File: config.mk
export PLATFORM = sky130hd
export DESIGN_NAME = ppa_div
export DESIGN_NICKNAME = d
export VERILOG_FILES = /design/src/sv/ppa_pkg.sv /design/src/sv/ppa_div.sv
export SDC_FILE = /design/constraint.sdc
export NUM_CORES = 1
export LEC_CHECK = 0
export ABC_CLOCK_PERIOD_IN_PS = 4600
export BUFFER_PORTS_ARGS = -buffer_cell sky130_fd_sc_hd__buf_2
export CORE_ASPECT_RATIO = 0.8
export CORE_MARGIN = 3
export CORE_UTILIZATION = 60
export CTS_CLUSTER_DIAMETER = 200
export DETAILED_ROUTE_END_ITERATION = 8
export PLACE_DENSITY = 0.78
export SYNTH_ARGS = -nofsm -noshare
export SYNTH_HDL_FRONTEND = slang
export SYNTH_SLANG_ARGS = --single-unit
File: constraint.sdc
create_clock -name clk -period 4.6 [get_ports clk]
set_clock_uncertainty 0.15 [all_clocks]
set_input_delay 0.46 -clock clk [delete_from_list [all_inputs] [get_ports clk]]
set_output_delay 0.46 -clock clk [all_outputs]
set_load 0.02 [all_outputs]
File: src/sv/ppa_pkg.sv
`timescale 1ns / 1ps

package ppa_pkg;

  localparam int FRAME_WIDTH  = 256;
  localparam int FRAME_HEIGHT = 256;
  localparam int PIX_COUNT    = FRAME_WIDTH * FRAME_HEIGHT;
  localparam int ADDR_W       = $clog2(PIX_COUNT);

  localparam int COORD_W  = 8;
  localparam int SAMPLE_W = 17;
  localparam int BYTE_W   = 8;
  localparam int PASS_W   = 16;
  localparam int PIXEL_W  = 3 * BYTE_W;

  localparam int NUM_W  = BYTE_W + PASS_W;
  localparam int DEN_W  = PASS_W + 1;
  localparam int QSTEPS = BYTE_W;

  localparam int NSTAGE = QSTEPS + 2;

  localparam logic [SAMPLE_W-1:0] SAMPLE_ONE = SAMPLE_W'(65536);

  typedef struct packed {
    logic [COORD_W-1:0]  column;
    logic [COORD_W-1:0]  row;
    logic [SAMPLE_W-1:0] red_in;
    logic [SAMPLE_W-1:0] green_in;
    logic [SAMPLE_W-1:0] blue_in;
  } in_item_t;

  typedef struct packed {
    logic [BYTE_W-1:0] red_out;
    logic [BYTE_W-1:0] green_out;
    logic [BYTE_W-1:0] blue_out;
  } out_item_t;

  typedef struct packed {
    logic              valid;
    logic              in_frame;
    logic [ADDR_W-1:0] addr;
  } tag_t;

endpackage

File: src/sv/ppa_div.sv
`timescale 1ns / 1ps

module ppa_div import ppa_pkg::*; (
  input  logic              clk,
  input  logic              en,
  input  logic [NUM_W-1:0]  num_i,
  input  logic [DEN_W-1:0]  den_i,
  output logic [BYTE_W-1:0] quo_o
);

  logic [NUM_W-1:0]  rem_r [QSTEPS];
  logic [DEN_W-1:0]  den_r [QSTEPS];
  logic [BYTE_W-1:0] quo_r [QSTEPS];

  for (genvar k = 0; k < QSTEPS; k++) begin : g_stage
    logic [NUM_W-1:0]  rem_in;
    logic [DEN_W-1:0]  den_in;
    logic [BYTE_W-1:0] quo_in;
    logic [NUM_W:0]    dsh;
    logic [NUM_W:0]    diff;
    logic [NUM_W-1:0]  rem_nxt;
    logic [BYTE_W-1:0] quo_nxt;

    if (k == 0) begin : g_first
      assign rem_in = num_i;
      assign den_in = den_i;
      assign quo_in = '0;
    end else begin : g_next
      assign rem_in = rem_r[k-1];
      assign den_in = den_r[k-1];
      assign quo_in = quo_r[k-1];
    end

    assign dsh  = (NUM_W+1)'(den_in) << (QSTEPS - 1 - k);
    assign diff = {1'b0, rem_in} - dsh;

    always_comb begin
      if (diff[NUM_W]) begin
        rem_nxt = rem_in;
        quo_nxt = {quo_in[BYTE_W-2:0], 1'b0};
      end else begin
        rem_nxt = diff[NUM_W-1:0];
        quo_nxt = {quo_in[BYTE_W-2:0], 1'b1};
      end
    end

    always_ff @(posedge clk) begin
      if (en) begin
        rem_r[k] <= rem_nxt;
        den_r[k] <= den_in;
        quo_r[k] <= quo_nxt;
      end
    end
  end

  assign quo_o = quo_r[QSTEPS-1];

endmodule

After elaboration in Yosys (flattened, before gate mapping):

Memory sizes are Yosys's and may differ from the RTL's.
Cells that the tools add are included.

* register bits: 0
* latch bits: 0
* memory bits (writable): 392
* memory bits (read-only): 0
* bits of input ports: 43
* output and inout bits: 8
* logic and storage cells: 29
* memories: 3

Memories
* rem_r: words 8, width 24, read ports 7, clocked after memory_dff 0, wr ports 8, RTL line ppa_div.sv:11 `logic [NUM_W-1:0] rem_r [QSTEPS];`
* den_r: words 8, width 17, read ports 7, clocked after memory_dff 0, wr ports 8, RTL line ppa_div.sv:12 `logic [DEN_W-1:0] den_r [QSTEPS];`
* quo_r: words 8, width 8, read ports 8, clocked after memory_dff 0, wr ports 8, RTL line ppa_div.sv:13 `logic [BYTE_W-1:0] quo_r [QSTEPS];`

* add/sub/neg operators: 8
* multipliers: 0
* div/mod/pow operators: 0
* magnitude comparators: 0
* equality and inequality tests: 0
* shifts and indexed selects: 0
* muxes and demuxes: 18
* bitwise operators: 0
* reduce and logical (&&, ||, !) cells: 0

Operator list (count)
* $mux W24: 8
* $sub A24 B17 Y25: 1
* $sub A24 B18 Y25: 1
* $sub A24 B19 Y25: 1
* $sub A24 B20 Y25: 1
* $sub A24 B21 Y25: 1
* $sub A24 B22 Y25: 1
* $sub A24 B23 Y25: 1
* $sub A24 B24 Y25: 1
* $mux W1: 10

Depth between registers and ports, before layout:

Gate-level depths: netlist of the first run.
An unclocked memory read counts as a cell.

* word-level depth: 3
* depth in mapped cells: 14

Worst setup path before layout of the first run:

OpenSTA, ideal clock, no wires.

* path kind: reg-to-reg
* start point: memory rem_r[1][5] in the netlist's numbering
* end point: memory rem_r[2][23] in the netlist's numbering (data pin)
* setup time: 0.254 ns
* arrival time: 2.511 ns
* required time: 4.196 ns
* slack: 1.685 ns
* cell stages (with the launch flop): 11
* path buffers: 0
* clock period less this slack: 2.915 ns
* path through: edfxtp_1 inv_1 ha_1 inv_1 fa_1 a21oi_1 o211ai_1 o211a_1 a221o_1 a2111o_1 a21o_1

RTL lines (RTL line)
* start: declaration: ppa_div.sv:11

==> summary.txt, run 1 <==
Outcome
  – Status: completed

STA
  – Final worst-path cycle share: 0.7772
  – Fin Setup TNS: 0 ns
  – RSZ-0062 raised after global routing: no
  – Setup-failing EPs final: 0
  – Setup WS post-layout: 1.025 ns
  – Slew @ Worst Pin: 1.063 ns
  – Slew margin rel.: 0.2913
  – Worst hold margin: 0.04409 ns
  – Final Hold Vio Count: 0
  – Clock period minus worst slack: 3.575 ns
  – Peak Freq: 0.2797 GHz
  – Slew Limit Fails: 0

Logic synthesis
  – Synth Area in Adders: 0.1024
  – Post-synthesis simple-gate area fraction: 0.09096
  – Cell taking the most area after synthesis: edfxtp_1
  – Multiplexer share of the synthesized area: 0.01870
  – Syn Nets: 1750
  – Cells after synthesis: 1565
  – Area share of the largest cell type after synthesis: 0.5428
  – Post-synth top flop: edfxtp_1
  – FF+latch count, synth: 323
  – Cell Area, Synth: 0.01787 mm²
  – XOR/XNOR share of the synthesized area: 0.04951
  – Synth cell types: 76
  – Syn_area_per_cell: 11.42 µm²
  – Compound-Gate Fraction of Synth Area: 0.1510
  – Post-synth ARST share: 0
  – Yosys warns: 0
  – Synth area leaders: edfxtp_1, ha_1, inv_1
  – Post-synthesis sequential area ratio: 0.5428
  – Largest family of logic cells by synthesized area: compound AO/OA/AOI/OAI gates
  – Post-synth EDFFs: 323

Power
  – VDD IR max: 0.0002626 V
  – Pleak: 8.163 nW
  – PwrDens: 557.4 mW/mm²

CTS
  – Num Clock Sinks: 323
  – CTS buffer count: 34
  – Clock buffer depth: 3
  – Htree depth: 2
  – TritonCTS clock tree: done
  – Root buffer cell: clkbuf_16
  – # hold bufs at CTS: 23
  – Clock latency on the worst-skew pair: 0.51 ns
  – Number of setup buffers added after CTS: 0
  – Worst-path clk slew: 0.05 ns
  – Resize count post-CTS: 0

Worst setup path
  – Critical Path RT: 4.69 ns
  – Critical path type: in2reg
  – CP max FO: 27
  – Startpoint types: input port
  – Cells on worst reg2reg path: 8
  – Crit. End Element: flip-flop
  – Arrival @ worst endpoint: 3.66 ns

Layout
  – Finished Layout Cells: 2052
  – Layout cell share with drive strength beyond 1: 0.08859
  – Diode count: 0
  – Syn-to-layout area delta: 11.36%
  – Register area: 0.009699 mm²
  – Most frequent cells in the layout: edfxtp_1, inv_1, ha_1
  – Fillers: 2039
  – Area of the multi-input gates: 0.007387 mm²
  – Final nets: 1846
  – Most common cell after layout, fill and taps aside: edfxtp_1
  – Finished Cell Area: 0.01990 mm²

Global routing
  – Initial antenna violation count: 0
  – Grt ovf: 0
  – First-pass GRT wire length: 51.14 mm
  – Number of global-route vias before repair: 11476
  – GR Util All Layers: 0.1910
  – Largest net degree at the start of global routing: 120

Detailed routing
  – Pre-Repair DR Iteration Count: 7
  – WL/cell: 14.75 µm
  – Via Count: 11611
  – DRT iter0 DRCs: 627
  – Final wirelength: 30.27 mm
  – DR vias/cell: 5.658
  – # DRC: 0
  – Antenna violation net count after detailed routing: 0

Place
  – Dpl ws: 1.072 ns
  – Hpwl dp: 22.03 mm
  – Placed instance count: 1972
  – Placed Area: 0.01861 mm²
  – GPL Wtd Cong: 0.9283
  – Number of I/O port buffers: 50

Job
  – # Max-Cap Violations: 0

Floorplanning
  – Die Wd: 198.9 µm
  – Initial core utilization: 0.6212
  – Top Ports: 51
  – Number of core rows: 55
  – Die ar.: 0.03190 mm²
  – Core area: 0.02877 mm²
  – Die Y: 160.4 µm

Worst hold path
  – Min-Delay Path Class: in2reg
  – Hold Path Cell Cnt: 1
## critical path: stages
cell and delay (ns):
dlygate4sd3_1 0.52, buf_2 0.11, inv_1 0.04, ha_1 0.32
a21oi_1 0.31, o21ai_0 0.17, a31oi_1 0.30, a21oi_1 0.17
o41a_1 0.78, mux2_1 0.47
## cells by family after synthesis
family                     count (synthesis)
and+or+nand+nor                          344
buffers and inverters                    208
AOI/OAI and AO/OA                        417
muxes                                     30
adders and majority gates                142
xor gates and xnor gates                 101
DFF                                      323
## area by class of cell
cell class,instances,share of cell area
sequential,323,0.4875
multi-input combinational,1034,0.3713
clock buffer,40,0.04710
inverter,181,0.03414
timing repair buffer,87,0.03056
tap,370,0.02327
clock inverter,17,0.006225
## cells in the mapped netlist (14+ instances only)
cell      count
nor2b_1      19
nand3_1      29
a21o_1       44
nand2_1      90
nand2b_1     23
buf_2        14
a31oi_1      14
xnor2_1      55
xor2_1       46
nor3_1       28
edfxtp_1    323
nor2_1      103
ha_1        135
mux2_2       16
o21a_1       23
a21oi_1     129
o21ai_0      69
inv_1       177
o21ai_1      37
## metal layers
| metal | GRT usage | vias up | routed length, µm |
|---|---|---|---|
| met5 | 0 | - | 0 |
| met4 | 0.07024 | 0 | 992 |
| met3 | 0.02999 | 85 | 1231 |
| met2 | 0.3385 | 273 | 14750 |
| met1 | 0.2369 | 5336 | 13300 |
| li1 | - | 5917 | - |
## where the power goes
part           total (mW)  internal [mW]  switching, mW
clock                2.58           1.55           1.03
sequential           4.48           4.14          0.347
combinational        4.03           1.81           2.22
## path summary, 6_finish.rpt
kind	start	slack [ns]	endpoint
setup / recovery	den_i[8]	1.02	rem_r[0][11]$_DFFE_PP_
hold / removal	den_i[1]	0.04	den_r[0][1]$_DFFE_PP_
setup reg to reg	rem_r[1][6]$_DFFE_PP_	1.09	rem_r[2][6]$_DFFE_PP_
hold reg to reg	quo_r[1][1]$_DFFE_PP_	0.25	quo_r[1][10]$_DFFE_PP_
## stage by stage
step / total power [mW] / util
floorplan: 7.605 / -
global placement: 8.343 / 0.6468
detailed placement: 8.472 / 0.6468
CTS: 11.12 / 0.6917
global route: 11.82 / 0.6917
finish: 11.09 / 0.6917
## sequential cells by signal, indices dropped and copies added, names as in the netlist
| name | cells |
|---|---|
| rem_r | 168 |
| den_r | 119 |
| quo_r | 36 |
No activity file was read; power rests on OpenSTA's default activity.
==> run 2: changes to the inputs <==
ABC_CLOCK_PERIOD_IN_PS = 3200   (was 4600)
CORE_UTILIZATION = 57   (was 60)
clock period = 3.2 ns   (was 4.6 ns; I/O delays follow)
==> run 2 against run 1 <==
Net effect:
- worst setup slack got worse by 0.89 ns
- register-to-register slack got worse by 0.95 ns
- flip-flop and latch count unchanged
- clock power increased by 48%
- first-iteration DRC count increased by 10%
- sequential power increased by 44%
- critical path depth increased by 2
- wire length increased by 5.2%
- sequential share of layout area decreased by 1.4 points
- global-route usage increased by 0.12 points
- critical path type unchanged
- critical endpoint is now rem_r[0][10]$_DFFE_PP_
==> summary.txt, run 2 (synthesized netlist as in run 1, its figures left out) <==
Layout
  – Most frequent cells in the layout: edfxtp_1, inv_1, ha_1
  – Diode count: 0 (unchanged)
  – Largest reg by FF count: rem_r
  – Final nets: 1888 (+2.3%)
  – Fillers: 2257 (+11%)
  – Most common cell after layout, fill and taps aside: edfxtp_1
  – Syn-to-layout area delta: 14.65%
  – Regs by FF count: rem_r (168), den_r (119), quo_r (36)
  – Layout cell share with drive strength beyond 1: 0.1181 (+0.02947)
  – Max reg flops: 168 (unchanged)

Worst setup path
  – Worst path cell trace: dlygate4sd3_1 -> buf_2 -> inv_1 -> ha_1 -> a21oi_2 -> o21ai_0 -> a31oi_1 -> a21oi_1 -> o41a_2 -> buf_4 -> nor2_1 -> a21oi_1
  – Critical Path RT: 3.30 ns (-1.39 ns)
  – Max incr delay on CP: 0.61 ns (-0.17 ns)
  – Cells on worst reg2reg path: 10 (+2)
  – Critical R2R Capture: rem_r[2][23]$_DFFE_PP_
  – Worst R2R Start: rem_r[1][5]$_DFFE_PP_
  – CP startpoint: den_i[6]
  – Setup slack, reg-to-reg: 0.14 ns (-0.95 ns)
  – Slowest cell on the critical path: o41a_2
  – CP dominant cell by count: a21oi_1
  – Startpoint types: input port
  – Critical path type: in2reg
  – CP max FO: 14 (-48%)
  – Crit path to: rem_r[0][10]$_DFFE_PP_
  – Arrival @ worst endpoint: 3.16 ns (-0.50 ns)
  – Crit. End Element: flip-flop

STA
  – Setup-failing EPs final: 0 (unchanged)
  – Worst hold margin: 0.02206 ns (-0.02203 ns)
  – Final Hold Vio Count: 0 (unchanged)
  – Final worst-path cycle share: 0.9580
  – Peak Freq: 0.3262 GHz
  – Clock period minus worst slack: 3.066 ns
  – Slew @ Worst Pin: 0.6872 ns (-0.3759 ns)
  – Fin Setup TNS: 0 ns (unchanged)
  – Slew margin rel.: 0.5376 (+0.2464)
  – Slew Limit Fails: 0 (unchanged)

Global routing
  – First-pass GRT wire length: 53.36 mm (+4.3%)
  – Largest net degree at the start of global routing: 72 (-40%)
  – Number of global-route vias before repair: 11760 (+2.5%)
  – Grt ovf: 0 (unchanged)
  – GR Util All Layers: 0.1922 (+0.001209)
  – Initial antenna violation count: 0 (unchanged)

Power
  – VDD IR max: 0.0003338 V (+27%)
  – PwrDens: 800.3 mW/mm² (+44%)
  – Pleak: 8.399 nW (+2.9%)
  – Total Power: 16.40 mW (+48%)

Floorplanning
  – Initial core utilization: 0.5840 (-0.03716)
  – Core area: 0.03060 mm² (+6.4%)
  – Top Ports: 51 (unchanged)
  – Die Wd: 204.0 µm (+2.5%)
  – Die ar.: 0.03352 mm² (+5.1%)
  – Number of core rows: 57 (+3.6%)
  – Die Y: 164.4 µm (+2.5%)

Outcome
  – Status: completed

Place
  – Number of I/O port buffers: 50 (unchanged)
  – Hpwl dp: 23.66 mm (+7.4%)
  – GPL Wtd Cong: 0.9121 (-1.7%)

CTS
  – Num Clock Sinks: 323 (unchanged)
  – Htree depth: 2 (unchanged)
  – Clock buffer depth: 3 (unchanged)
  – Worst-path clk slew: 0.06 ns (about the same)
  – CTS buffer count: 36 (+5.9%)
  – TritonCTS clock tree: done
  – Root buffer cell: clkbuf_16
  – Clock latency on the worst-skew pair: 0.51 ns (about the same)

Worst hold path
  – Min-Delay Path Class: in2reg

Detailed routing
  – DRT iter0 DRCs: 690 (+10%)
  – Via Count: 11785 (+1.5%)
  – Final wirelength: 31.86 mm (+5.2%)
  – WL/cell: 14.88 µm (+0.86%)
  – Antenna violation net count after detailed routing: 0 (unchanged)
  – Pre-Repair DR Iteration Count: 5 (-2)
  – # DRC: 0 (unchanged)
  – DR vias/cell: 5.504 (-2.7%)

Job
  – # Max-Cap Violations: 0 (unchanged)
run 2: how the worst min path moves through the flow:
| stage | start | to | slack, ns | cells past startpoint |
|---|---|---|---|---|
| after floorplan | quo_r[0][8]$_DFFE_PP_ | quo_r[0][17]$_DFFE_PP_ | 0.25 | 0 |
| after global placement | quo_r[1][12]$_DFFE_PP_ | quo_r[1][21]$_DFFE_PP_ | 0.25 | 0 |
| after detailed placement | rem_r[0][3]$_DFFE_PP_ | rem_r[1][3]$_DFFE_PP_ | 0.25 | 0 |
| after CTS | num_i[19] | rem_r[0][19]$_DFFE_PP_ | 0.0001 | 3 |
| after global routing | num_i[9] | rem_r[0][9]$_DFFE_PP_ | 0.03 | 3 |
| final | num_i[9] | rem_r[0][9]$_DFFE_PP_ | 0.02 | 3 |
run 2: metal layers:
layer	up-vias	routed length, µm	share of wire	GRT usage
met5	-	0	0	0
met4	0	846	0.027	0.05533
met3	70	1081	0.034	0.02853
met2	200	16110	0.51	0.3589
met1	5502	13820	0.43	0.2321
li1	6013	-	-	-
run 2: power breakdown:
group | internal, mW | switching, mW
Combinational | 2.81 | 3.31
Clock | 2.28 | 1.55
Sequential | 5.94 | 0.506
Total | 11.0 | 5.37
run 2: cell type report:
cell class | count | area, µm² | area share
inverters | 181 | 681.9 | 0.03329
repair buffers | 127 | 967.2 | 0.04721
well taps | 413 | 516.7 | 0.02522
multi-input cells | 1034 | 7523 | 0.3673
clock buffers | 45 | 955.9 | 0.04666
clock inverters | 18 | 141.4 | 0.006902
flip-flops and latches | 323 | 9699 | 0.4735
run 2: through the flow:
step	area [µm²]	instances	utilization	worst slack, ns
floorplan	17870	1565	-	0.2852
global placement	18910	2043	0.6180	0.09921
detailed placement	18910	2043	0.6180	-0.001029
CTS	20310	2136	0.6637	0.007071
global route	20490	2141	0.6696	-0.01428
finish	20490	2141	0.6696	0.1343
run 2: worst max-delay path, delay by kind of cell:
family	cells	cell delay (ns)
AOI/OAI and AO/OA	6	1.49
and+or+nand+nor	1	0.09
adders and majority gates	1	0.34
buffers and inverters	4	0.92
run 2: what timing repair did:
item,CTS,global route
pin swaps,1,9
resized for setup,0,29
hold buffers,30,0
setup buffers,0,5
hold endpoints to repair,30,0
setup endpoints to repair,1,82
